[config.mk]
export PLATFORM = sky130hd
export DESIGN_NAME = lsfe_queue
export DESIGN_NICKNAME = d
export VERILOG_FILES = /design/src/hdl/lsfe_pkg.sv /design/src/hdl/lsfe_queue.sv
export SDC_FILE = /design/constraint.sdc
export NUM_CORES = 1
export LEC_CHECK = 0
export BUFFER_PORTS_ARGS = -buffer_cell sky130_fd_sc_hd__buf_2
export CAP_MARGIN = 15
export CORE_MARGIN = 2
export CORE_UTILIZATION = 44
export CTS_CLUSTER_DIAMETER = 120
export DETAILED_ROUTE_END_ITERATION = 12
export PLACE_DENSITY = 0.7
export SETUP_SLACK_MARGIN = 0.2
export SKIP_LAST_GASP = 1
export SLEW_MARGIN = 40
export SYNTH_ARGS = -nofsm -noshare
export SYNTH_HDL_FRONTEND = slang
export SYNTH_SLANG_ARGS = --single-unit
[constraint.sdc]
create_clock -name clk -period 1.97 [get_ports clk]
set_input_delay 0.0985 -clock clk [delete_from_list [all_inputs] [get_ports clk]]
set_output_delay 0.0985 -clock clk [all_outputs]
set_load 0.1 [all_outputs]
[src/hdl/lsfe_pkg.sv]
`default_nettype none

package lsfe_pkg;

    // Default gamma curve and table precision.
    localparam int GAMMA_X100_DEFAULT      = 220;
    localparam int GAMMA_FRAC_BITS_DEFAULT = 16;

    // Fraction bits of the fixed point used while the gamma table is built.
    localparam int WQ = 30;

    // Configuration port.
    localparam int CFG_INDEX_W = 8;
    localparam int CFG_DATA_W  = 8;
    localparam logic [CFG_INDEX_W-1:0] REG_GLOBAL_BRIGHTNESS = 8'd0;
    localparam logic [CFG_INDEX_W-1:0] REG_RED_GAIN          = 8'd1;
    localparam logic [CFG_INDEX_W-1:0] REG_GREEN_GAIN        = 8'd2;
    localparam logic [CFG_INDEX_W-1:0] REG_BLUE_GAIN         = 8'd3;

    localparam logic [4:0] BRIGHTNESS_RESET = 5'd31;
    localparam logic [7:0] GAIN_RESET       = 8'd255;

    // Stream bytes.
    localparam logic [7:0] FRAME_START_BYTE = 8'h00;
    localparam logic [7:0] FRAME_END_BYTE   = 8'hFF;
    localparam logic [7:0] HEADER_BASE      = 8'hE0;

    // alpha (8 bit) times global brightness (5 bit).
    localparam int BPROD_W = 13;

    // Entries of the queue between front and back.
    localparam int QUEUE_DEPTH = 2;

    typedef struct packed {
        logic [4:0] global_brightness;
        logic [7:0] red_gain;
        logic [7:0] green_gain;
        logic [7:0] blue_gain;
    } cfg_t;

    // Classification of one pixel, made by the front part.
    typedef struct packed {
        logic               start;
        logic               fin;
        logic [BPROD_W-1:0] bprod;
    } ctl_t;

    function automatic logic [63:0] isqrt64(input logic [63:0] n_in);
        logic [63:0] n;
        logic [63:0] res;
        logic [63:0] bit_v;
        n     = n_in;
        res   = 64'd0;
        bit_v = 64'd1 << 62;
        for (int i = 0; i < 32; i++)
        begin
            if (bit_v > n)
            begin
                bit_v = bit_v >> 2;
            end
        end
        for (int i = 0; i < 32; i++)
        begin
            if (bit_v != 64'd0)
            begin
                if (n >= res + bit_v)
                begin
                    n   = n - (res + bit_v);
                    res = (res >> 1) + bit_v;
                end
                else
                begin
                    res = res >> 1;
                end
                bit_v = bit_v >> 2;
            end
        end
        return res;
    endfunction

    // log2 of v (1..255) with WQ fraction bits.
    function automatic logic [63:0] log2_q(input logic [63:0] v);
        logic [63:0] n;
        logic [63:0] y;
        logic [63:0] frac;
        n    = 64'd0;
        frac = 64'd0;
        for (int i = 0; i < 8; i++)
        begin
            if ((v >> (n + 64'd1)) != 64'd0)
            begin
                n = n + 64'd1;
            end
        end
        y = (v << WQ) >> n;
        for (int i = 1; i <= WQ; i++)
        begin
            y = (y * y) >> WQ;
            if (y >= (64'd1 << (WQ + 1)))
            begin
                y    = y >> 1;
                frac = frac | (64'd1 << (WQ - i));
            end
        end
        return (n << WQ) | frac;
    endfunction

    // One gamma table entry: (v/255)^(gamma) with frac_bits fraction bits.
    function automatic logic [63:0] gamma_entry(input int v, input int gx100,
                                                input int frac_bits);
        logic [63:0] d;
        logic [63:0] t;
        logic [63:0] ti;
        logic [63:0] m;
        logic [63:0] r;
        if (v == 0)
        begin
            return 64'd0;
        end
        d  = log2_q(64'd255) - log2_q(64'(v));
        t  = (d * 64'(gx100)) / 64'd100;
        ti = t >> WQ;
        m  = 64'd1 << WQ;
        r  = isqrt64(64'd1 << (2 * WQ - 1));
        for (int k = 1; k <= WQ; k++)
        begin
            if (t[WQ - k])
            begin
                m = (m * r) >> WQ;
            end
            r = isqrt64(r << WQ);
        end
        m = (ti >= 64'd63) ? 64'd0 : (m >> ti);
        return m >> (WQ - frac_bits);
    endfunction

endpackage

`default_nettype wire

[src/hdl/lsfe_queue.sv]
`default_nettype none

module lsfe_queue #(
    parameter int WIDTH = 8,
    parameter int DEPTH = lsfe_pkg::QUEUE_DEPTH
) (
    input  wire logic             clk,
    input  wire logic             rst_n,
    input  wire logic             push,
    input  wire logic [WIDTH-1:0] din,
    output logic                  full,
    input  wire logic             pop,
    output logic [WIDTH-1:0]      dout,
    output logic                  empty
);
    import lsfe_pkg::*;

    localparam int PTR_W = (DEPTH > 1) ? $clog2(DEPTH) : 1;
    localparam int CNT_W = $clog2(DEPTH + 1);

    logic [WIDTH-1:0] mem_reg [DEPTH];
    logic [PTR_W-1:0] wr_ptr_reg;
    logic [PTR_W-1:0] rd_ptr_reg;
    logic [CNT_W-1:0] count_reg;

    assign full  = (count_reg == CNT_W'(DEPTH));
    assign empty = (count_reg == '0);
    assign dout  = mem_reg[rd_ptr_reg];

    always_ff @(posedge clk)
    begin
        if (push)
        begin
            mem_reg[wr_ptr_reg] <= din;
        end
    end

    always_ff @(posedge clk or negedge rst_n)
    begin
        if (!rst_n)
        begin
            wr_ptr_reg <= '0;
            rd_ptr_reg <= '0;
            count_reg  <= '0;
        end
        else
        begin
            if (push)
            begin
                wr_ptr_reg <= (wr_ptr_reg == PTR_W'(DEPTH - 1)) ? '0 : wr_ptr_reg + 1'b1;
            end
            if (pop)
            begin
                rd_ptr_reg <= (rd_ptr_reg == PTR_W'(DEPTH - 1)) ? '0 : rd_ptr_reg + 1'b1;
            end
            if (push && !pop)
            begin
                count_reg <= count_reg + 1'b1;
            end
            else if (pop && !push)
            begin
                count_reg <= count_reg - 1'b1;
            end
        end
    end

    a_no_overflow: assert property (@(posedge clk) disable iff (!rst_n)
        push |-> (!full || pop))
        else $error("queue written while full");

    a_no_underflow: assert property (@(posedge clk) disable iff (!rst_n)
        pop |-> !empty)
        else $error("queue read while empty");

endmodule

`default_nettype wire

* After elaboration in Yosys (flattened, before gate mapping) *
Memory sizes are Yosys's and may differ from the RTL's.
Cells that the tools add are included.

storage, ports and cells
  flip-flop bits (word level) = 4
  memory bits (writable) = 16
  bits of input ports = 12
  output and inout bits = 10
  word-level logic and storage cells = 21
  memories = 1

cells by class
  add/sub/neg operators = 4
  eq/ne operators = 1
  muxes and demuxes = 6
  reduce and logical (&&, ||, !) cells = 6

memory list
  memory   words  bits a word  rd ports  clocked after Yosys merged registers in  write ports  RTL line          text
  mem_reg  2      8            1         0                                        1            lsfe_queue.sv:21  logic [WIDTH-1:0] mem_reg [DEPTH];

operators with widths
  kind                                                                 number
  1-bit 2-to-1 mux                                                     4
  2-bit 2-to-1 mux                                                     2
  1-bit adder (second input constant)                                  2
  2-bit by 1-bit adder with 2-bit output (second input constant)       1
  2-bit equality test (second input constant)                          1
  1-bit logical AND                                                    2
  1-bit logical NOT                                                    2
  2-bit logical NOT                                                    1
  2-bit nonzero test                                                   1
  2-bit by 1-bit subtractor with 2-bit output (second input constant)  1

* Depth between registers and ports, before layout *
Gate-level depths: netlist of run 1.

  depth after elaboration = 4
  mapped depth = 5
  mapped depth without buffers = 5

* Worst setup path before layout of run 1 *
OpenSTA, ideal clock, no wires.

  path kind = register to output
  from = register count_reg[0]
  to = output empty
  arrival time = 1,661 ps
  path slack = 211 ps
  stages on the path, launching flop included = 2
  path buffers = 0
  cell sequence = dfrtp_1 > nor2_1

between the ends
  word-level cells in the longest chain between the ends = 1

RTL lines
  item                    RTL line          text
  from (decl)             lsfe_queue.sv:24  logic [CNT_W-1:0] count_reg;
  from (signal assigned)  lsfe_queue.sv:58  count_reg <= count_reg + 1'b1;
  from (signal assigned)  lsfe_queue.sv:62  count_reg <= count_reg - 1'b1;
  2-bit logical NOT       lsfe_queue.sv:27  assign empty = (count_reg == '0);
  to (decl)               lsfe_queue.sv:14  output logic empty

Every way passes these cells.

* Final worst setup path of run 1 *
  from = register rd_ptr_reg
  to = output dout[0]

between the ends
  word-level cells in the longest chain between the ends = 1

RTL lines
  item                    RTL line          text
  from (decl)             lsfe_queue.sv:23  logic [PTR_W-1:0] rd_ptr_reg;
  from (signal assigned)  lsfe_queue.sv:54  rd_ptr_reg <= (rd_ptr_reg == PTR_W'(DEPTH - 1)) ? '0 : rd_ptr_reg + 1'b1;
  memory 2 x 8 bit        --
  to (decl)               lsfe_queue.sv:13  output logic [WIDTH-1:0] dout,

Every way passes these cells.

==> impl_metrics.csv, run 1 <==
group,metric,value,unit
detailed_routing,ant_nets,0,
detailed_routing,vias,441,
finish,nets,90,
floorplanning,fp.dieW,45.9,um
worst_hold_path,hold_path.class,"primary input to flop",
sta,period_minus_slack,1.66,ns
synth,synth_largest_area_cell,"edfxtp_1",
floorplanning,core,0.00169,mm^2
clock_network,clkTransAtPathRegs,0.10,ns
finish,largest_register_ffs,16,
synth,synth.most_common_cell,"edfxtp_1",
critical_path,cp_top_family,"flip-flops",
floorplanning,initial_utilization,45.6,%
critical_path,crit_arrival,1.56,ns
synth,syn_area,771,um^2
global_route,antenna_found_initial,0,
worst_hold_path,min_from,"push",
synth,ys_warn_count,0,
global_route,overflow,0,
critical_path,crit_path_max_fanout,9,
detailed_routing,viasPerCell,4.74,
job,max_cap_violations,0,
finish,drive_above_1_share,46.1,%
detailed_routing,detail_route.iter0.violations,0,
critical_path,crit_path_max_incr_delay,0.59,ns
critical_path,critPathKind,"flop to primary output",
critical_path,crit_path_top_delay_cell,"dfrtp_1",
sta,finClkSkew,0.00112,ns
detailed_routing,wl_per_cell,12.3,um
sta,rsz0062_at_grt,"false",
sta,worst_pin_slew,0.488,ns
finish,n_antenna_cell,0,
synth,syn_avg_cell_area,18.8,um^2
global_route,grt_pass1_vias,455,
sta,setup_tns,0,ns
status,status,"completed",
critical_path,endpoint_kind,"primary output",
critical_path,crit_buf_inv,1,
clock_network,root_buffer,"clkbuf_4",
critical_path,cp.required,1.87,ns
synth,ys_ff_latch,20,
critical_path,path_cells,"mux2_2, buf_2",
synth,synth_area_leaders,"edfxtp_1, dfrtp_1, mux2_2",
clock_network,cts_tree,"done",
synth,synth_ff_type,"edfxtp_1",
clock_network,cts_resized,0,
clock_network,insertion_delay,0.29,ns
synth,syn-instance-count,41,
critical_path,r2r-start,"wr_ptr_reg$_DFFE_PN0P_",
critical_path,crit_path_start_kind,"flop",
floorplanning,num_rows,15,
floorplanning,die_y,45.9,um
detailed_routing,drcViolationCount,0,
sta,max_slew_margin,67.7,%
sta,holdWs,0.0115,ns
clock_network,cts.sinks,20,
place,dp_hpwl,803,um
detailed_routing,drtPass1Iterations,1,
global_route,grt_first_pass_wirelength,1.86,mm
sta,drv_slew,0,
critical_path,cp-startpoint,"rd_ptr_reg$_DFFE_PN0P_",
detailed_routing,routed_wl,1.14,mm
synth,yosysUniqueCellTypes,12,
sta,finalCritPeriodShare,84.1,%
finish,area_delta_synth_final,33.6,%
clock_network,clk_path_buf_depth,2,
global_route,grt_max_degree,12,
synth,netlist.area_leader.share,62.3,%
sta,hold_violations,0,
clock_network,numCtsBuffers,3,
synth,async_flop_share,20.0,%
sta,fmax,604,MHz
sta,setup_viol,0,
clock_network,cts_hold_buf,10,
clock_network,htree_num_levels,1,
clock_network,post_cts_buffers,0,
synth,synth_common_cells,"edfxtp_1, mux2_2, dfrtp_1, xor2_1, nor2_1",
synth,synth-edff-count,16,
synth,syn-num-nets,54,
synth,yosysSeqAreaShare,75.3,%
global_route,track_usage,13.1,%
floorplanning,die_area,0.00210,mm^2
finish,filler_cell_count,139,
place,place_congestion,0.619,
floorplanning,pin_count,22,
place,io_buffer_count,21,
==> final timing paths <==
path / slack, ns / endpoint / depth (start not counted)
worst min-delay path: 0.01 / wr_ptr_reg$_DFFE_PN0P_ / 2
worst max-delay path: 0.31 / dout[0] / 2
worst min register to register: 0.50 / wr_ptr_reg$_DFFE_PN0P_ / 1
min in group asynchronous: 0.13 / wr_ptr_reg$_DFFE_PN0P_ / 2
max in group asynchronous: 1.72 / count_reg[1]$_DFFE_PN0P_ / 2
worst max register to register: 0.89 / mem_reg[1][1]$_DFFE_PP_ / 1
==> layout by cell type, fill, tap and decap left out, drive strengths merged <==
master,instances
inv,1
xor2,4
dlygate4sd3,10
nor2b,1
and2,1
and2b,1
mux2,8
edfxtp,16
clkbuf,4
nor2,2
xnor2,1
ha,1
dfrtp,4
buf,22
==> metrics by stage <==
| step | worst slack [ns] | utilization [%] | std cells | instance area (um^2) |
|---|---|---|---|---|
| after global routing | 0.219 | 61.0 | 93 | 1030 |
| after global placement | 0.653 | 52.9 | 79 | 893 |
| after CTS | 0.275 | 61.0 | 93 | 1030 |
| after floorplan | 0.211 | - | 41 | 771 |
| after detailed placement | 0.626 | 52.9 | 79 | 893 |
| final | 0.314 | 61.0 | 93 | 1030 |
==> routing by layer <==
metal  wire, um  part of all wire [%]  vias up  GRT usage (%)
met4         14                   1.2        0           6.86
li1           -                     -      218              -
met2        556                    49       15           21.4
met5          0                     0        -              0
met1        509                    45      206           15.5
met3         61                   5.3        2           3.57
==> cells by family after synthesis <==
family | Yosys count | synth area share [%]
adders and majority gates | 1 | 1.62
DFF | 20 | 75.3
and+or+nand+nor | 5 | 3.74
muxes | 8 | 11.7
buffers and inverters | 2 | 1.95
xor gates and xnor gates | 5 | 5.68
==> cell type report <==
cell class,count,area (um^2),area share [%]
multi-input cells,19,175,17.0
well taps,17,21.3,2.07
clock buffers,4,36.3,3.52
inverters,1,3.75,0.365
repair buffers,32,213,20.7
flip-flops and latches,20,581,56.4
Power of run 1 is left out: the tool's default activity adds up to more than one toggle a clock period on the data nets, which glitch-free logic cannot reach.
==> run 2, diff against run 1 <==
--- a/config.mk
+++ b/config.mk
@@ -5,6 +5,7 @@
 export SDC_FILE = /design/constraint.sdc
 export NUM_CORES = 1
 export LEC_CHECK = 0
+export ABC_AREA = 1
 export BUFFER_PORTS_ARGS = -buffer_cell sky130_fd_sc_hd__buf_2
 export CAP_MARGIN = 15
 export CORE_MARGIN = 2
==> constraint.sdc (replaced) <==
create_clock -name clk -period 1.53 [get_ports clk]
set_input_delay 0.0765 -clock clk [delete_from_list [all_inputs] [get_ports clk]]
set_output_delay 0.0765 -clock clk [all_outputs]
set_load 0.1 [all_outputs]
==> run 2 against run 1 <==
The flow now finishes with violations (negative hold slack). Largest cell class unchanged. Critical endpoint is now dout[1]. Clock skew increased by 0.0028 ns. Critical path type unchanged. Die area grew 5.6%. Critical path depth up 1. Synthesized cell count rose by 22%. Register-to-register slack worse by 0.55 ns. Core utilization up 12 points.
==> impl_metrics.csv, run 2 <==
group,metric,value,unit
synth,synth-compound-area-share,0,%
synth,synth_ff_type,"edfxtp_1",
critical_path,crit_path_start_kind,"flop",
sta,max_slew_margin,77.8,%
synth,synth-edff-count,16,
critical_path,ff2ff_setup_slack,0.34,ns
finish,drive_above_1_share,45.5,%
synth,syn-num-nets,63,
sta,finClkSkew,0.00394,ns
critical_path,crit_arrival,1.34,ns
detailed_routing,viasPerCell,4.25,
global_route,track_usage,14.3,%
global_route,grt_pass1_vias,470,
clock_network,numCtsBuffers,3,
critical_path,cp_top_family,"flip-flops",
finish,filler_cell_count,105,
sta,period_minus_slack,1.42,ns
critical_path,crit_path_max_fanout,5,
synth,yosysSeqAreaShare,70.9,%
detailed_routing,routed_wl,1.32,mm
floorplanning,pin_count,22,
clock_network,clk_path_buf_depth,2,
critical_path,crit_path_top_delay_cell,"dfrtp_2",
synth,synth_largest_area_cell,"edfxtp_1",
synth,synth.most_common_cell,"edfxtp_1",
global_route,grt_max_degree,13,
status,violations,"negative hold slack",
finish,final_util,72.5,%
sta,holdWs,-0.00284,ns
sta,fmax,705,MHz
clock_network,htree_num_levels,1,
synth,synth_area_leaders,"edfxtp_1, mux2_4, dfrtp_1",
finish,n_antenna_cell,0,
critical_path,endpoint_kind,"primary output",
synth,syn_avg_cell_area,16.4,um^2
place,io_buffer_count,21,
sta,hold_violations,1,
detailed_routing,drtPass1Iterations,4,
finish,final_common_cell,"edfxtp_1",
synth,synthAdderAreaFrac,1.53,%
critical_path,critPathKind,"flop to primary output",
floorplanning,fp.dieW,47.1,um
synth,async_flop_share,20.0,%
critical_path,cp.required,1.45,ns
floorplanning,die_area,0.00222,mm^2
floorplanning,initial_utilization,46.9,%
synth,yosys.area_share.xor_xnor,3.21,%
sta,finalCritPeriodShare,92.7,%
critical_path,crit_path_max_incr_delay,0.43,ns
global_route,antenna_found_initial,0,
global_route,grt_first_pass_wirelength,2.05,mm
synth,ys_ff_latch,20,
floorplanning,num_rows,15,
worst_hold_path,hold_path.class,"primary input to flop",
sta,worst_pin_slew,0.333,ns
synth,yosysUniqueCellTypes,12,
sta,drv_slew,0,
synth,netlist.area_leader.share,58.7,%
critical_path,path_cells,"buf_6, mux2_4, buf_12",
synth,synth_top_family_by_area,"multiplexers",
detailed_routing,ant_nets,0,
critical_path,crit_buf_inv,2,
synth,synthMuxAreaShare,14.7,%
floorplanning,die_y,47.1,um
finish,area_delta_synth_final,54.6,%
clock_network,cts_tree,"done",
clock_network,cts.sinks,20,
synth,synth-simple-area-share,5.05,%
place,dp_hpwl,915,um
detailed_routing,vias,480,
finish,final_cell_mix,"edfxtp_1, buf_2, dlygate4sd3_1",
clock_network,clkTransAtPathRegs,0.11,ns
sta,rsz0062_at_grt,"true",
detailed_routing,wl_per_cell,11.7,um
finish,largest_register_ffs,16,
sta,setup_viol,0,
synth,syn-instance-count,50,
sta,setup_tns,0,ns
global_route,overflow,0,
synth,syn_area,818,um^2
clock_network,insertion_delay,0.29,ns
synth,synth_common_cells,"edfxtp_1, mux2_4, inv_1",
clock_network,root_buffer,"clkbuf_4",
job,max_cap_violations,0,
finish,nets,102,
detailed_routing,drcViolationCount,0,
floorplanning,core,0.00175,mm^2
synth,ys_warn_count,0,
status,status,"finished with violations",
detailed_routing,detail_route.iter0.violations,10,
place,place_congestion,0.619,
[run 2: layer usage]
metal  GRT usage [%]  wire length (um)
met1            16.9               532
met2            26.0               738
met3            2.31                45
met4            5.00                 8
met5               0                 0
[run 2: timing repair]
item,4_1_cts,5_1_grt
endpoints found under the hold margin,21,0
setup buffers,3,0
endpoints found under the setup margin,10,8
gates resized for setup,6,0
hold buffers,10,0
[run 2: worst paths after layout]
| kind | startpoint | to | cells after the start |
|---|---|---|---|
| worst max-delay path | rd_ptr_reg$_DFFE_PN0P_ | dout[1] | 3 |
| worst min-delay path | push | wr_ptr_reg$_DFFE_PN0P_ | 2 |
| worst max register to register | wr_ptr_reg$_DFFE_PN0P_ | mem_reg[0][5]$_DFFE_PP_ | 2 |
| worst min register to register | wr_ptr_reg$_DFFE_PN0P_ | wr_ptr_reg$_DFFE_PN0P_ | 1 |
| max in group asynchronous | rst_n | rd_ptr_reg$_DFFE_PN0P_ | 2 |
| min in group asynchronous | rst_n | count_reg[0]$_DFFE_PN0P_ | 2 |
[run 2: final cells by class]
cell class / count / area (um^2) / area share [%]
Tap cell: 25 / 31.3 / 2.47
Clock buffer: 3 / 22.5 / 1.78
Timing Repair Buffer: 35 / 368 / 29.1
Sequential cell: 20 / 582 / 46.0
Multi-Input combinational cell: 22 / 205 / 16.2
Inverter: 7 / 26.3 / 2.08
Clock inverter: 1 / 30.0 / 2.37
[run 2: logic make-up after synthesis]
group / Yosys count
adder cells (fa/ha/maj): 1
XOR/XNOR: 3
flip-flops: 20
buffers and inverters: 8
multiplexers: 8
AND/OR/NAND/NOR: 10
[run 2: worst reg2reg max path, cell delays in order (launching register included)]
cell	delay (ns)
dfrtp_1	0.42
nor2_1	0.28
buf_4	0.22
[run 2: metrics by stage]
stage | setup WS [ns] | area [um^2] | cells
6_report | 0.112 | 1260 | 113
3_3_place_gp | 0.290 | 1080 | 96
5_1_grt | 0.0717 | 1260 | 113
4_1_cts | 0.113 | 1260 | 113
2_1_floorplan | 0.216 | 823 | 50
3_5_place_dp | 0.290 | 1080 | 96
Power of run 2 is left out for the same reason.
==> run 3, diff against run 2 <==
--- a/config.mk
+++ b/config.mk
@@ -13,7 +13,6 @@
 export CTS_CLUSTER_DIAMETER = 120
 export DETAILED_ROUTE_END_ITERATION = 12
 export PLACE_DENSITY = 0.7
-export SETUP_SLACK_MARGIN = 0.2
 export SKIP_LAST_GASP = 1
 export SLEW_MARGIN = 40
 export SYNTH_ARGS = -nofsm -noshare
==> run 3 against run 2 <==
The run now ends clean. Core utilization decreased by 2.0 points. Setup slack worse by 0.024 ns. Cell count is 2.7% lower. Non-clock buffer count fell by 3. Die area is the same. Worst hold slack improved by 0.0032 ns. Routed wire length fell by 3.2%. Sequential cell count did not move. Critical path type unchanged. Critical endpoint is now dout[0]. Largest cell class unchanged.
==> impl_metrics.csv, run 3 (synthesis gave the netlist of run 2 again) <==
group,metric,value,unit
detailed_routing,drtPass1Iterations,4,
critical_path,critPathKind,"flop to primary output",
finish,largest_register_ffs,16,
finish,filler_cell_count,114,
critical_path,crit_path_max_fanout,9,
floorplanning,fp.dieW,47.1,um
place,place_congestion,0.619,
floorplanning,pin_count,22,
clock_network,post_cts_buffers,0,
detailed_routing,drcViolationCount,0,
finish,final_util,70.5,%
status,status,"completed",
floorplanning,initial_utilization,46.9,%
finish,final_cell_mix,"edfxtp_1, buf_2, dlygate4sd3_1",
global_route,grt-busiest-layer,"met2",
clock_network,cts_tree,"done",
finish,final_common_cell,"edfxtp_1",
place,dpl_cell_area,0.00108,mm^2
global_route,grt_max_degree,13,
finish,nets,99,
clock_network,root_buffer,"clkbuf_4",
global_route,antenna_found_initial,0,
detailed_routing,viasPerCell,4.25,
global_route,track_usage,13.5,%
critical_path,crit_path_start_kind,"flop",
floorplanning,num_rows,15,
place,io_buffer_count,21,
detailed_routing,wl_per_cell,11.7,um
sta,setup_viol,0,
critical_path,crit_arrival,1.37,ns
sta,finalCritPeriodShare,94.3,%
sta,worst_pin_slew,0.487,ns
sta,rsz0062_at_grt,"false",
job,max_cap_violations,0,
finish,area_delta_synth_final,50.3,%
floorplanning,die_area,0.00222,mm^2
global_route,met2_usage,24.9,%
sta,hold_violations,0,
detailed_routing,ant_nets,0,
global_route,grt.met3_usage,2.31,%
clock_network,htree_num_levels,1,
sta,holdWs,0.000338,ns
sta,max_slew_margin,67.8,%
place,dp_hpwl,915,um
finish,final_area,0.00123,mm^2
worst_hold_path,hold_path.class,"primary input to flop",
clock_network,clk_path_buf_depth,2,
clock_network,numCtsBuffers,3,
sta,drv_slew,0,
global_route,overflow,0,
sta,fmax,693,MHz
detailed_routing,vias,468,
finish,n_antenna_cell,0,
global_route,grt_first_pass_wirelength,1.97,mm
clock_network,insertion_delay,0.29,ns
detailed_routing,detail_route.iter0.violations,11,
floorplanning,die_y,47.1,um
sta,period_minus_slack,1.44,ns
detailed_routing,routed_wl,1.28,mm
critical_path,endpoint_kind,"primary output",
sta,setup_tns,0,ns
sta,finClkSkew,0.00352,ns
finish,drive_above_1_share,43.5,%
floorplanning,core,0.00175,mm^2
critical_path,cp.required,1.45,ns
clock_network,cts.sinks,20,
clock_network,clkTransAtPathRegs,0.11,ns
global_route,grtUsageMet1,15.6,%
global_route,grt_pass1_vias,444,
==> run 3: final cells by class <==
class	instances	area, um^2	share of cell area, %
Clock inverter	1	30.0	2.44
Timing Repair Buffer	32	333	27.1
Tap cell	25	31.3	2.54
Clock buffer	3	22.5	1.83
Inverter	7	26.3	2.14
Multi-Input combinational cell	22	205	16.7
Sequential cell	20	582	47.3
==> run 3: final timing paths <==
check | cells past startpoint | slack [ns] | to | from
min in group asynchronous | 2 | 0.14 | count_reg[0]$_DFFE_PN0P_ | rst_n
setup reg to reg | 2 | 0.34 | mem_reg[0][2]$_DFFE_PP_ | wr_ptr_reg$_DFFE_PN0P_
hold / removal | 2 | 0.0003 | wr_ptr_reg$_DFFE_PN0P_ | push
max in group asynchronous | 2 | 1.26 | rd_ptr_reg$_DFFE_PN0P_ | rst_n
setup / recovery | 2 | 0.09 | dout[0] | rd_ptr_reg$_DFFE_PN0P_
hold reg to reg | 1 | 0.51 | wr_ptr_reg$_DFFE_PN0P_ | wr_ptr_reg$_DFFE_PN0P_
==> run 3: critical path, cell delays in order, from the launching register on <==
cell and delay, ns:
dfrtp_2 0.55, mux2_4 0.35, buf_12 0.17
==> run 3: per-layer routing <==
metal  part of all wire, %  vias up
met4                  0.62        0
met5                     0        -
li1                      -      244
met2                    55       10
met3                   3.1        2
met1                    41      212
==> run 3: what timing repair did <==
| item | CTS | global route |
|---|---|---|
| setup endpoints to repair | 8 | 0 |
| gates resized for setup | 1 | 0 |
| hold buffers | 10 | 0 |
| endpoints found under the hold margin | 21 | 0 |
==> run 3: stage by stage <==
stage                     worst slack (ns)  cells
after floorplan                      0.216     50
after global placement               0.290     96
after detailed placement             0.290     96
after CTS                           0.0958    110
after global routing                0.0530    110
final                               0.0877    110
Power of run 3 is left out for the same reason.
