File: src/hdl/lsfe_pkg.sv
`default_nettype none

package lsfe_pkg;

    // Default gamma curve and table precision.
    localparam int GAMMA_X100_DEFAULT      = 220;
    localparam int GAMMA_FRAC_BITS_DEFAULT = 16;

    // Fraction bits of the fixed point used while the gamma table is built.
    localparam int WQ = 30;

    // Configuration port.
    localparam int CFG_INDEX_W = 8;
    localparam int CFG_DATA_W  = 8;
    localparam logic [CFG_INDEX_W-1:0] REG_GLOBAL_BRIGHTNESS = 8'd0;
    localparam logic [CFG_INDEX_W-1:0] REG_RED_GAIN          = 8'd1;
    localparam logic [CFG_INDEX_W-1:0] REG_GREEN_GAIN        = 8'd2;
    localparam logic [CFG_INDEX_W-1:0] REG_BLUE_GAIN         = 8'd3;

    localparam logic [4:0] BRIGHTNESS_RESET = 5'd31;
    localparam logic [7:0] GAIN_RESET       = 8'd255;

    // Stream bytes.
    localparam logic [7:0] FRAME_START_BYTE = 8'h00;
    localparam logic [7:0] FRAME_END_BYTE   = 8'hFF;
    localparam logic [7:0] HEADER_BASE      = 8'hE0;

    // alpha (8 bit) times global brightness (5 bit).
    localparam int BPROD_W = 13;

    // Entries of the queue between front and back.
    localparam int QUEUE_DEPTH = 2;

    typedef struct packed {
        logic [4:0] global_brightness;
        logic [7:0] red_gain;
        logic [7:0] green_gain;
        logic [7:0] blue_gain;
    } cfg_t;

    // Classification of one pixel, made by the front part.
    typedef struct packed {
        logic               start;
        logic               fin;
        logic [BPROD_W-1:0] bprod;
    } ctl_t;

    function automatic logic [63:0] isqrt64(input logic [63:0] n_in);
        logic [63:0] n;
        logic [63:0] res;
        logic [63:0] bit_v;
        n     = n_in;
        res   = 64'd0;
        bit_v = 64'd1 << 62;
        for (int i = 0; i < 32; i++)
        begin
            if (bit_v > n)
            begin
                bit_v = bit_v >> 2;
            end
        end
        for (int i = 0; i < 32; i++)
        begin
            if (bit_v != 64'd0)
            begin
                if (n >= res + bit_v)
                begin
                    n   = n - (res + bit_v);
                    res = (res >> 1) + bit_v;
                end
                else
                begin
                    res = res >> 1;
                end
                bit_v = bit_v >> 2;
            end
        end
        return res;
    endfunction

    // log2 of v (1..255) with WQ fraction bits.
    function automatic logic [63:0] log2_q(input logic [63:0] v);
        logic [63:0] n;
        logic [63:0] y;
        logic [63:0] frac;
        n    = 64'd0;
        frac = 64'd0;
        for (int i = 0; i < 8; i++)
        begin
            if ((v >> (n + 64'd1)) != 64'd0)
            begin
                n = n + 64'd1;
            end
        end
        y = (v << WQ) >> n;
        for (int i = 1; i <= WQ; i++)
        begin
            y = (y * y) >> WQ;
            if (y >= (64'd1 << (WQ + 1)))
            begin
                y    = y >> 1;
                frac = frac | (64'd1 << (WQ - i));
            end
        end
        return (n << WQ) | frac;
    endfunction

    // One gamma table entry: (v/255)^(gamma) with frac_bits fraction bits.
    function automatic logic [63:0] gamma_entry(input int v, input int gx100,
                                                input int frac_bits);
        logic [63:0] d;
        logic [63:0] t;
        logic [63:0] ti;
        logic [63:0] m;
        logic [63:0] r;
        if (v == 0)
        begin
            return 64'd0;
        end
        d  = log2_q(64'd255) - log2_q(64'(v));
        t  = (d * 64'(gx100)) / 64'd100;
        ti = t >> WQ;
        m  = 64'd1 << WQ;
        r  = isqrt64(64'd1 << (2 * WQ - 1));
        for (int k = 1; k <= WQ; k++)
        begin
            if (t[WQ - k])
            begin
                m = (m * r) >> WQ;
            end
            r = isqrt64(r << WQ);
        end
        m = (ti >= 64'd63) ? 64'd0 : (m >> ti);
        return m >> (WQ - frac_bits);
    endfunction

endpackage

`default_nettype wire

File: src/hdl/lsfe_if.sv
`default_nettype none


interface lsfe_byte_if;
    logic       valid;
    logic       ready;
    logic [7:0] data_byte;
    logic       run_end;

    modport source (output valid, data_byte, run_end, input ready);
    modport sink   (input valid, data_byte, run_end, output ready);
endinterface


`default_nettype wire

File: src/hdl/lsfe_back.sv
`default_nettype none

module lsfe_back #(
    parameter int GAMMA_FRAC_BITS = lsfe_pkg::GAMMA_FRAC_BITS_DEFAULT,
    parameter int ENTRY_W         = $bits(lsfe_pkg::ctl_t) + 3 * (GAMMA_FRAC_BITS + 1)
) (
    input  wire logic               clk,
    input  wire logic               rst_n,
    input  wire logic [ENTRY_W-1:0] entry,
    input  wire logic               q_empty,
    output logic                    pop,
    input  wire lsfe_pkg::cfg_t     cfg,
    lsfe_byte_if.source             stream
);
    import lsfe_pkg::*;

    localparam int RW    = GAMMA_FRAC_BITS + 1;
    localparam int CTL_W = $bits(ctl_t);
    localparam int PW    = RW + 8;

    typedef enum logic [1:0] {
        SEG_START,
        SEG_PIXEL,
        SEG_END
    } seg_t;

    seg_t               seg_reg, seg_next, cur_seg;
    logic [1:0]         cnt_reg, cnt_next;
    logic               fresh_reg, fresh_next;
    logic               out_valid_reg, out_valid_next;
    logic [7:0]         data_reg, data_next;
    logic               run_end_reg, run_end_next;

    ctl_t               ctl;
    logic [2:0][RW-1:0] gam;
    logic [RW-1:0]      gam_sel;
    logic [7:0]         gain_sel;
    logic [PW-1:0]      prod;
    logic [BPROD_W:0]   quot;
    logic [7:0]         header;
    logic [7:0]         byte_val;
    logic               adv;
    logic               fire;
    logic               last;

    assign ctl = ctl_t'(entry[ENTRY_W-1 -: CTL_W]);
    assign gam = entry[3*RW-1:0];

    always_comb
    begin
        // A new entry opens with the start frame only if it begins a frame.
        cur_seg = fresh_reg ? (ctl.start ? SEG_START : SEG_PIXEL) : seg_reg;
        adv     = !out_valid_reg || stream.ready;
        fire    = adv && !q_empty;

        case (cnt_reg)
            2'd2:
            begin
                gam_sel  = gam[1];
                gain_sel = cfg.green_gain;
            end
            2'd3:
            begin
                gam_sel  = gam[2];
                gain_sel = cfg.red_gain;
            end
            default:
            begin
                gam_sel  = gam[0];
                gain_sel = cfg.blue_gain;
            end
        endcase
        prod = PW'(gam_sel) * PW'(gain_sel);

        // Division by 255, exact for every product of alpha and brightness.
        quot   = ((BPROD_W + 1)'(ctl.bprod) + 1'b1 + (BPROD_W + 1)'(ctl.bprod >> 8)) >> 8;
        header = HEADER_BASE | {3'b000, quot[4:0]};

        case (cur_seg)
            SEG_START: byte_val = FRAME_START_BYTE;
            SEG_PIXEL: byte_val = (cnt_reg == 2'd0) ? header : prod[GAMMA_FRAC_BITS +: 8];
            SEG_END:   byte_val = FRAME_END_BYTE;
            default:   byte_val = FRAME_START_BYTE;
        endcase

        last = (cnt_reg == 2'd3)
            && ((cur_seg == SEG_END) || ((cur_seg == SEG_PIXEL) && !ctl.fin));
        pop  = fire && last;

        seg_next       = seg_reg;
        cnt_next       = cnt_reg;
        fresh_next     = fresh_reg;
        out_valid_next = out_valid_reg;
        data_next      = data_reg;
        run_end_next   = run_end_reg;

        if (fire)
        begin
            cnt_next       = cnt_reg + 2'd1;
            fresh_next     = last;
            out_valid_next = 1'b1;
            data_next      = byte_val;
            run_end_next   = last;
            seg_next       = cur_seg;
            if (cnt_reg == 2'd3)
            begin
                case (cur_seg)
                    SEG_START: seg_next = SEG_PIXEL;
                    SEG_PIXEL: seg_next = SEG_END;
                    default:   seg_next = SEG_START;
                endcase
            end
        end
        else if (stream.ready)
        begin
            out_valid_next = 1'b0;
        end
    end

    always_ff @(posedge clk or negedge rst_n)
    begin
        if (!rst_n)
        begin
            seg_reg       <= SEG_START;
            cnt_reg       <= 2'd0;
            fresh_reg     <= 1'b1;
            out_valid_reg <= 1'b0;
            data_reg      <= FRAME_START_BYTE;
            run_end_reg   <= 1'b0;
        end
        else
        begin
            seg_reg       <= seg_next;
            cnt_reg       <= cnt_next;
            fresh_reg     <= fresh_next;
            out_valid_reg <= out_valid_next;
            data_reg      <= data_next;
            run_end_reg   <= run_end_next;
        end
    end

    assign stream.valid     = out_valid_reg;
    assign stream.data_byte = data_reg;
    assign stream.run_end   = run_end_reg;

    a_fresh_at_zero: assert property (@(posedge clk) disable iff (!rst_n)
        fresh_reg |-> (cnt_reg == 2'd0))
        else $error("entry starts at a nonzero byte count");

    a_mid_entry_held: assert property (@(posedge clk) disable iff (!rst_n)
        !fresh_reg |-> !q_empty)
        else $error("entry left the queue before its last byte");

    a_pop_marks_end: assert property (@(posedge clk) disable iff (!rst_n)
        pop |=> (stream.valid && stream.run_end))
        else $error("entry retired without a closing byte");

    a_end_frame_only_on_fin: assert property (@(posedge clk) disable iff (!rst_n)
        (fire && (cur_seg == SEG_END)) |-> ctl.fin)
        else $error("end frame sent for a pixel that does not close the frame");

endmodule

`default_nettype wire

File: src/flat_wrapper.sv
// flat-port wrapper written by rule: the top's interface ports become plain ports
module lsfe_back_flat import lsfe_pkg::*;
#(
    parameter int GAMMA_FRAC_BITS = lsfe_pkg::GAMMA_FRAC_BITS_DEFAULT,
    parameter int ENTRY_W         = $bits(lsfe_pkg::ctl_t) + 3 * (GAMMA_FRAC_BITS + 1)
)
  (clk, rst_n, entry, q_empty, pop, cfg, stream_valid, stream_data_byte, stream_run_end, stream_ready);
  lsfe_byte_if stream_i ();
  input  wire logic clk;
  input  wire logic rst_n;
  input  wire logic [ENTRY_W-1:0] entry;
  input  wire logic q_empty;
  output logic pop;
  input  wire lsfe_pkg::cfg_t cfg;
  output wire logic [$bits(stream_i.valid)-1:0] stream_valid;
  output wire logic [$bits(stream_i.data_byte)-1:0] stream_data_byte;
  output wire logic [$bits(stream_i.run_end)-1:0] stream_run_end;
  input wire logic [$bits(stream_i.ready)-1:0] stream_ready;
  assign stream_valid = stream_i.valid;
  assign stream_data_byte = stream_i.data_byte;
  assign stream_run_end = stream_i.run_end;
  assign stream_i.ready = stream_ready;
  lsfe_back #(.GAMMA_FRAC_BITS(GAMMA_FRAC_BITS), .ENTRY_W(ENTRY_W)) u_core (.clk(clk), .rst_n(rst_n), .entry(entry), .q_empty(q_empty), .pop(pop), .cfg(cfg), .stream(stream_i));
endmodule
File: config.mk
export PLATFORM = sky130hd
export DESIGN_NAME = lsfe_back_flat
export DESIGN_NICKNAME = d
export VERILOG_FILES = /design/src/hdl/lsfe_pkg.sv /design/src/hdl/lsfe_if.sv /design/src/hdl/lsfe_back.sv /design/src/flat_wrapper.sv
export SDC_FILE = /design/constraint.sdc
export NUM_CORES = 1
export LEC_CHECK = 0
export BUFFER_PORTS_ARGS = -buffer_cell sky130_fd_sc_hd__buf_2
export CAP_MARGIN = 15
export CORE_MARGIN = 2
export CORE_UTILIZATION = 62
export DETAILED_ROUTE_END_ITERATION = 10
export GPL_TIMING_DRIVEN = 0
export PLACE_DENSITY_LB_ADDON = 0.25
export SKIP_CTS_REPAIR_TIMING = 1
export SYNTH_ARGS = -nofsm -noshare
export SYNTH_HDL_FRONTEND = slang
export SYNTH_SLANG_ARGS = --single-unit
File: constraint.sdc
create_clock -name clk -period 12.6 [get_ports clk]
set_input_delay 1.26 -clock clk [delete_from_list [all_inputs] [get_ports clk]]
set_output_delay 1.26 -clock clk [all_outputs]
set_load 0.01 [all_outputs]
After elaboration in Yosys (flattened, before gate mapping)
Index checks and enable logic that the tools add are counted.

Bits in registers: 15. Memory bits (writable): 0. Memories: 0. Output and inout port bits: 11. Latch bits: 0. Input bits: 99. Bits in read-only memories: 0.

Bitwise gates (word level): 0. Divide/modulo/power cells: 0. Add/sub/neg operators: 3. Reductions and logical operators: 12. $mul: 1. $lt $le $gt $ge: 0. Mux-type cells: 10. Equality and inequality tests: 4. Shift operators: 0.

Operators with widths (number): case mux 17 bit (2 select lines) (1); case mux 8 bit (2 select lines) (2); multiplier 17 x 8 -> 24 bit (1); adder 13 x 1 -> 13 bit, second input constant (1); adder 13 x 5 -> 13 bit (1); two-way mux 8 bit (1); equality test 2 bit, second input constant (3); logical AND 1 bit (4); logical NOT 2 bit (2); two-way mux 2 bit (2); case mux 2 bit (2 select lines) (1); logical NOT 1 bit (3); two-way mux 1 bit (3); adder 2 x 1 -> 2 bit, second input constant (1); equality test 2 x 1 -> 1 bit, second input constant (1); logical OR 1 bit (2); nonzero test 2 bit (1).

Depth between registers and ports, before layout
Gate-level depths: netlist (run 1).

Depth in word-level cells: 7. Depth in mapped cells: 25. Depth with buffers taken out: 21.

Worst setup path before layout (run 1)
No wires, ideal clock.

Path type: input -> register. From: input cfg[14] in the netlist's numbering. To: register u_core.data_reg[6], in the netlist u_core.stream.data_byte[6]. Setup time: 130 ps. Path slack: 6610 ps. Stages on the path: 18. Data arrival time: 5860 ps. Path through: a22o_1 -> a21oi_1 -> clkbuf_1 -> nor2_1 -> fa_1 -> fa_1 -> fa_1 -> inv_1 -> fa_1 -> inv_1 -> ha_1 -> a21oi_1 -> nand2_1 -> a2111oi_0 -> o21a_1 -> o21bai_1 -> nor4_1 -> nor3_2.

Word-level cells in the longest chain between the ends: 4.

Ends and longest elaborated chain: from (decl) (line flat_wrapper.sv:14) `input wire lsfe_pkg::cfg_t cfg;`; case mux 8 bit (2 select lines) (line lsfe_back.sv:56) `case (cnt_reg)`; multiplier 17 x 8 -> 24 bit (line lsfe_back.sv:73) `prod = PW'(gam_sel) * PW'(gain_sel);`; two-way mux 8 bit (line lsfe_back.sv:81) `SEG_PIXEL: byte_val = (cnt_reg == 2'd0) ? header : prod[GAMMA_FRAC_BITS +: 8];`; case mux 8 bit (2 select lines) (line lsfe_back.sv:79) `case (cur_seg)`; to (signal assigned) (line lsfe_back.sv:137) `data_reg <= data_next;`; to (decl) (line lsfe_back.sv:31) `logic [7:0] data_reg, data_next;`.

No other way between the ends. A chain may end at the register's enable or synchronous reset.

Final worst setup path (run 1)
Ends and elaborated chain as after synthesis.

==> results.md, run 1 <==
- Critical Path Source Type: primary input
- Min-Delay Path Class: flop to flop
- Setup TNS: 0 ns
- I/O Pins: 110
- Via density: 5.795
- Drt wl/cell: approximately 16 µm
- Synth Register Bits: 15
- H-tree Lvls: 1
- Post-Syn Area: about 5400 µm²
- Initial antenna violation count: 0
- Fmax: around 0.15 GHz
- Core area: 8593 µm²
- Met3 Usage GRT: 0.02950
- Clock buffer count from CTS: 3
- Met1 usage: 0.4006
- Starting density of the core: 0.6283
- Post-detailed-route count of antenna-violating nets: 0
- Max Cap Viol: 0
- GPL Wtd Cong: between 0.9 and 1
- Chip width: between 90 and 100 µm
- EDFF count, synth: 0
- Final Cycle Share: 0.5294
- CTS tree: done
- Fin crit period: around 6.7 ns
- Crit path max fanout: 10
- Count of pins over their slew limit: 0
- CTS sink cnt: 15
- Mapped Avg Cell Area: between 8 and 9 µm²
- Setup Viol. Count Final: 0
- Row count: 34
- Largest net degree at the start of global routing: 16
- Sequential element share of the synthesized area: 0.06976
- Unrepaired setup endpoints after global routing: no
- First-pass GRT wire length: ~25000 µm
- Clock transition at path regs: 0.06 ns
- CTS root buf: clkbuf_8
- Die Y-Extent: about 97 µm
- HPWL Detailed: ~12000 µm
- Main synth FF type: dfrtp_1
- First-pass DRT Iterations: 5
- Clk_lat worst skew: between 0.2 and 0.25 ns
- Fin. Hold Viols: 0
- Area delta synth->final: 12.98%
- Clock Skews: ~0.0015 ns
- Nets: slightly below 1000
- R2R Setup Slk: about 5.9 ns
- Slew @ Worst Pin: 0.9473 ns
- Max_slew headroom: 0.3684
- IO buf count: between 100 and 150
- Async S/R FF share, synth: 1.000
- Max FFs per register: 8
- Worst Path Required: around 13 ns
- Residual DRC: 0
- Diodes inserted: 0
- Drt initial violations: approximately 290
- Crit end category: flop
- Synth Instances: 643
- Layout fillers: about 710
- Total track usage: 0.3124
- Critical Path AT: roughly 6.8 ns
- Syn Nets: between 800 and 900
- Vias in the first global route: around 5300
- Final WL: approximately 14000 µm
- Status: finished, final reports clean
- Layout cells sized above 1: 0.2037
- Synth unique cells: 62
- Die Footprint: between 9000 and 10000 µm²
- Met2 Use GR: 0.5630
- Critical path class: primary input to flop
- Top Usage Layer GRT: met2
- Grt ovf: 0
- Worst-case clock buffer depth: 2
- Total number of vias: 4978
- Yosys Warn Count: 0
-- synthesized netlist by cell type (3+ instances only) --
cell      number  area share
nor2_1       129       0.090
inv_1        101       0.070
fa_1          88        0.33
ha_1          50        0.12
a21oi_1       40       0.037
a22o_1        24       0.039
nand2_1       23       0.016
or2_2         15       0.017
dfrtp_1       14       0.065
clkbuf_1      12      0.0083
o21ai_0       12       0.011
xnor2_1       12       0.019
a21o_1        10       0.014
buf_2          9      0.0083
nand2b_1       8      0.0093
nand3_1        8      0.0074
a221oi_1       5      0.0081
nand4_1        5      0.0058
o211ai_1       5      0.0070
o21a_1         5      0.0070
nor3_1         4      0.0037
o21ai_1        4      0.0037
a211oi_1       3      0.0042
buf_6          3      0.0063
mux2i_1        3      0.0056
nand4b_1       3      0.0049
nor3b_2        3      0.0070
or3_1          3      0.0035
-- critical path: stages --
cell       delay, ns
buf_2           0.10
a22o_1          0.19
a21oi_1         0.50
clkbuf_1        0.45
nor2_1          0.13
fa_1            0.53
fa_1            0.54
fa_1            0.56
inv_1           0.06
fa_1            0.53
inv_1           0.04
ha_1            0.33
a21oi_1         0.22
nand2_1         0.15
a2111oi_0       0.51
o21a_1          0.23
o21bai_1        0.13
nor4_1          0.25
nor3_2          0.08
-- layout by cell type (no fill, tap or decap), types with 3 or more instances in the layout --
cell type    n
nor2_1     129
buf_2      113
inv_1      101
fa_1        88
ha_1        50
a21oi_1     40
a22o_1      24
nand2_1     23
or2_2       15
dfrtp_1     14
clkbuf_1    13
o21ai_0     12
xnor2_1     12
a21o_1      10
nand2b_1     8
nand3_1      8
o211ai_1     5
nand4_1      5
o21a_1       5
a221oi_1     5
nor3_1       4
o21ai_1      4
buf_6        3
nor3b_2      3
mux2i_1      3
or3_1        3
a211oi_1     3
nand4b_1     3
clkbuf_8     3
-- stage by stage --
step           cells  hold WS [ns]  setup WS, ns    util  cell area, µm²
2_1_floorplan    643        0.4492         6.610       -            5399
3_3_place_gp     855        0.4587         5.792  0.7046            6055
5_1_grt          859        0.5139         5.494  0.7098            6100
3_5_place_dp     855        0.4717         5.823  0.7046            6055
4_1_cts          859        0.4855         6.024  0.7098            6100
6_report         859        0.4847         5.930  0.7098            6100
-- worst paths after layout --
check / to / from / cells after the start
setup / recovery: u_core.stream.data_byte[6] / cfg[14] / 19
hold / removal: u_core.fresh_reg / u_core.fresh_reg / 2
setup reg to reg: u_core.stream.data_byte[6] / u_core.cnt_reg[0] / 22
hold reg to reg: u_core.fresh_reg / u_core.fresh_reg / 2
max in group asynchronous: u_core.fresh_reg / rst_n / 1
min in group asynchronous: u_core.stream.data_byte[2] / rst_n / 1
-- layer usage --
metal  up-vias  part of all wire
li1       2322                 -
met3        34             0.053
met5         -                 0
met4         0             0.025
met1      2458              0.41
met2       164              0.51
-- layout make-up --
| cell class | instances | area, µm² | area share |
|---|---|---|---|
| flip-flops and latches | 15 | 376.6 | 0.06174 |
| well taps | 108 | 135.1 | 0.02215 |
| repair buffers | 104 | 520.5 | 0.08533 |
| multi-input cells | 503 | 4519 | 0.7409 |
| plain buffers | 24 | 123.9 | 0.02031 |
| clock buffers | 4 | 45.04 | 0.007385 |
| inverters | 101 | 379.1 | 0.06215 |
-- kinds of logic (layout without fill, tap and decap cells) --
family | Yosys count | after routing | synth area share
compound gates | 132 | 132 | 0.1768
xor+xnor | 12 | 12 | 0.01947
fa+ha+maj | 138 | 138 | 0.4422
buf+inv | 125 | 233 | 0.09316
flops | 15 | 15 | 0.06976
mux | 4 | 4 | 0.007648
simple gates | 217 | 217 | 0.1910
Power of run 1 is left out: the tool's default activity adds up to more than one toggle a clock period on the data nets, which glitch-free logic cannot reach.
==> inputs of run 2 (changes only) <==
Settings changed: ABC_AREA set to 1, CORE_UTILIZATION 62 to 59.
Clock period 12.6 ns to 6.85 ns, I/O delays scaled along.
==> results.md, run 2 <==
- Status: finished, final reports clean (unchanged)
- First-pass DRT Iterations: 5 (unchanged)
- IO buf count: 104 (unchanged)
- Chip width: 103.8 µm (was 97.32 µm)
- Crit path top cell by count: nand2_1 (was fa_1)
- H-tree Lvls: 1 (unchanged)
- Via density: 4.912 (was 5.795)
- Unrepaired setup endpoints after global routing: no (unchanged)
- Main synth FF type: dfrtp_1 (unchanged)
- Fmax: approximately 0.16 GHz
- Min-Delay Path Class: primary input to asynchronous set/reset pin (was flop to flop)
- FF-to-FF End: u_core.stream.data_byte[4] (was u_core.stream.data_byte[6])
- Max FFs per register: 8 (unchanged)
- Most frequent cells in the layout: nand2_1, inv_1, buf_2, fa_1, ha_1 (was nor2_1, buf_2, inv_1, fa_1, ha_1)
- Synth cell count leaders: nand2_1, inv_1, fa_1 (was nor2_1, inv_1, fa_1)
- Vias in the first global route: 5818 (was 5320)
- Worst-case clock buffer depth: 2 (unchanged)
- Synth unique cells: 35 (was 62)
- CTS tree: done (unchanged)
- Residual DRC: 0 (unchanged)
- R2r worst-path depth: 26 (was 22)
- Critical Path Source Type: flop (was primary input)
- Post-detailed-route count of antenna-violating nets: 0 (unchanged)
- Crit end category: flop (unchanged)
- Yosys Warn Count: 0 (unchanged)
- Drt initial violations: 341 (was 285)
- Area delta synth->final: 12.76% (was 12.98%)
- Grt ovf: 0 (unchanged)
- Syn Nets: 1144 (was 880)
- Initial antenna violation count: 0 (unchanged)
- Final Cycle Share: 0.9336
- Total track usage: 0.2820 (was 0.3124)
- Row count: 36 (was 34)
- I/O Pins: 110 (unchanged)
- Setup Viol. Count Final: 0 (unchanged)
- CTS root buf: clkbuf_8 (unchanged)
- Share of the synthesized area in the top cell type: 0.2999 (was 0.3263)
- CP max stage delay: 0.55 ns (was 0.56 ns)
- Post-synth top area cell: fa_1 (unchanged)
- Fin. Hold Viols: 0 (unchanged)
- Max_slew headroom: 0.6007 (was 0.3684)
- Clk_lat worst skew: 0.24 ns (about the same)
- Layout cells sized above 1: 0.1271 (was 0.2037)
- Max Cap Viol: 0 (unchanged)
- HPWL Detailed: 11970 µm (was 11940 µm)
- Diodes inserted: 0 (unchanged)
- Post-Syn Area: 5874 µm² (was 5399 µm²)
- Sequential element share of the synthesized area: 0.06411 (was 0.06976)
- Mapped Avg Cell Area: 6.477 µm² (was 8.396 µm²)
- Final WL: 13820 µm (was 13970 µm)
- Synth Instances: 907 (was 643)
- Commonest non-fill, non-tap cell in the layout: nand2_1 (was nor2_1)
- First-pass GRT wire length: 25630 µm (was 24500 µm)
- Top-count cell post-synth: nand2_1 (was nor2_1)
- Die Footprint: 10770 µm² (was 9470 µm²)
- Crit path max fanout: 10 (unchanged)
- Core area: 9729 µm² (was 8593 µm²)
- Synth Register Bits: 15 (unchanged)
- Largest cells by area after synthesis: fa_1, nand2_1, inv_1 (was fa_1, ha_1, nor2_1)
- Count of pins over their slew limit: 0 (unchanged)
- Die Y-Extent: 103.8 µm (was 97.32 µm)
- R2R Setup Slk: 0.45 ns (was 5.94 ns)
- Starting density of the core: 0.6038 (was 0.6283)
- Slew @ Worst Pin: 0.5990 ns (was 0.9473 ns)
- CTS sink cnt: 15 (unchanged)
- R2R Path Start: u_core.cnt_reg[0] (unchanged)
- Cell at the slowest stage of the critical path: fa_1 (unchanged)
- EDFF count, synth: 0 (unchanged)
- Total number of vias: 5639 (was 4978)
- Nets: 1253 (was 989)
- Largest net degree at the start of global routing: 16 (unchanged)
- Critical Path AT: 6.52 ns (was 6.79 ns)
- Worst Path Required: 6.98 ns (was 12.72 ns)
- GPL Wtd Cong: 0.9388 (was 0.9271)
- Async S/R FF share, synth: 1.000 (unchanged)
- Clock transition at path regs: 0.06 ns (about the same)
- Setup TNS: 0 ns (unchanged)
- Critical path class: flop to flop (was primary input to flop)
- Clock Skews: 0.002438 ns (was 0.001453 ns)
- Clock buffer count from CTS: 3 (unchanged)
- Fin crit period: about 6.4 ns
- Drt wl/cell: 12.04 µm (was 16.27 µm)
run 2: routing by layer:
layer	GRT usage	share of wire	up-vias
met4	0.05598	0.011	0
met1	0.3773	0.43	2613
li1	-	-	2867
met3	0.03650	0.056	12
met2	0.4948	0.50	147
met5	0	0	-
run 2: worst max-delay path by stage:
stage,cells past startpoint,startpoint,end
6_report,26,u_core.cnt_reg[0],u_core.stream.data_byte[4]
4_1_cts,29,u_core.cnt_reg[0],u_core.stream.data_byte[7]
2_1_floorplan,29,u_core.cnt_reg[0],u_core.stream.data_byte[7]
3_3_place_gp,29,u_core.cnt_reg[0],u_core.stream.data_byte[7]
3_5_place_dp,29,u_core.cnt_reg[0],u_core.stream.data_byte[7]
5_1_grt,26,u_core.cnt_reg[0],u_core.stream.data_byte[4]
run 2: worst max-delay path, delay by kind of cell (launching register included):
| kind | cells | cell delay, ns |
|---|---|---|
| simple gates | 13 | 2.18 |
| buf+inv | 7 | 1.11 |
| flops | 1 | 0.39 |
| fa+ha+maj | 6 | 2.58 |
run 2: kinds of logic after synthesis:
| group | after synthesis | synth area share |
|---|---|---|
| and+or+nand+nor | 425 | 0.2909 |
| buffers and inverters | 262 | 0.1700 |
| adders and majority gates | 138 | 0.4064 |
| AOI/OAI and AO/OA | 59 | 0.05666 |
| DFF | 15 | 0.06411 |
| xor gates and xnor gates | 8 | 0.01193 |
run 2: layout make-up:
| class | count | area, µm² |
|---|---|---|
| Timing Repair Buffer | 104 | 520.5 |
| Inverter | 245 | 919.6 |
| Tap cell | 133 | 166.4 |
| Sequential cell | 15 | 376.6 |
| Clock buffer | 4 | 45.04 |
| Buffer | 17 | 86.33 |
| Fill cell | 899 | 3105 |
| Multi-Input combinational cell | 630 | 4509 |
run 2: per-stage QoR:
step / worst slack, ns / utilization / cells / hold WS [ns] / instance area, µm²
after global routing: 0.009929 / 0.6808 / 1148 / 0.3472 / 6624
final: 0.4545 / 0.6808 / 1148 / 0.3266 / 6624
after CTS: 0.3132 / 0.6790 / 1148 / 0.3311 / 6606
after global placement: 0.3756 / 0.6744 / 1144 / 0.4620 / 6561
after detailed placement: 0.3288 / 0.6744 / 1144 / 0.4681 / 6561
after floorplan: 1.427 / - / 907 / 0.3894 / 5874
Power of run 2 is left out for the same reason.
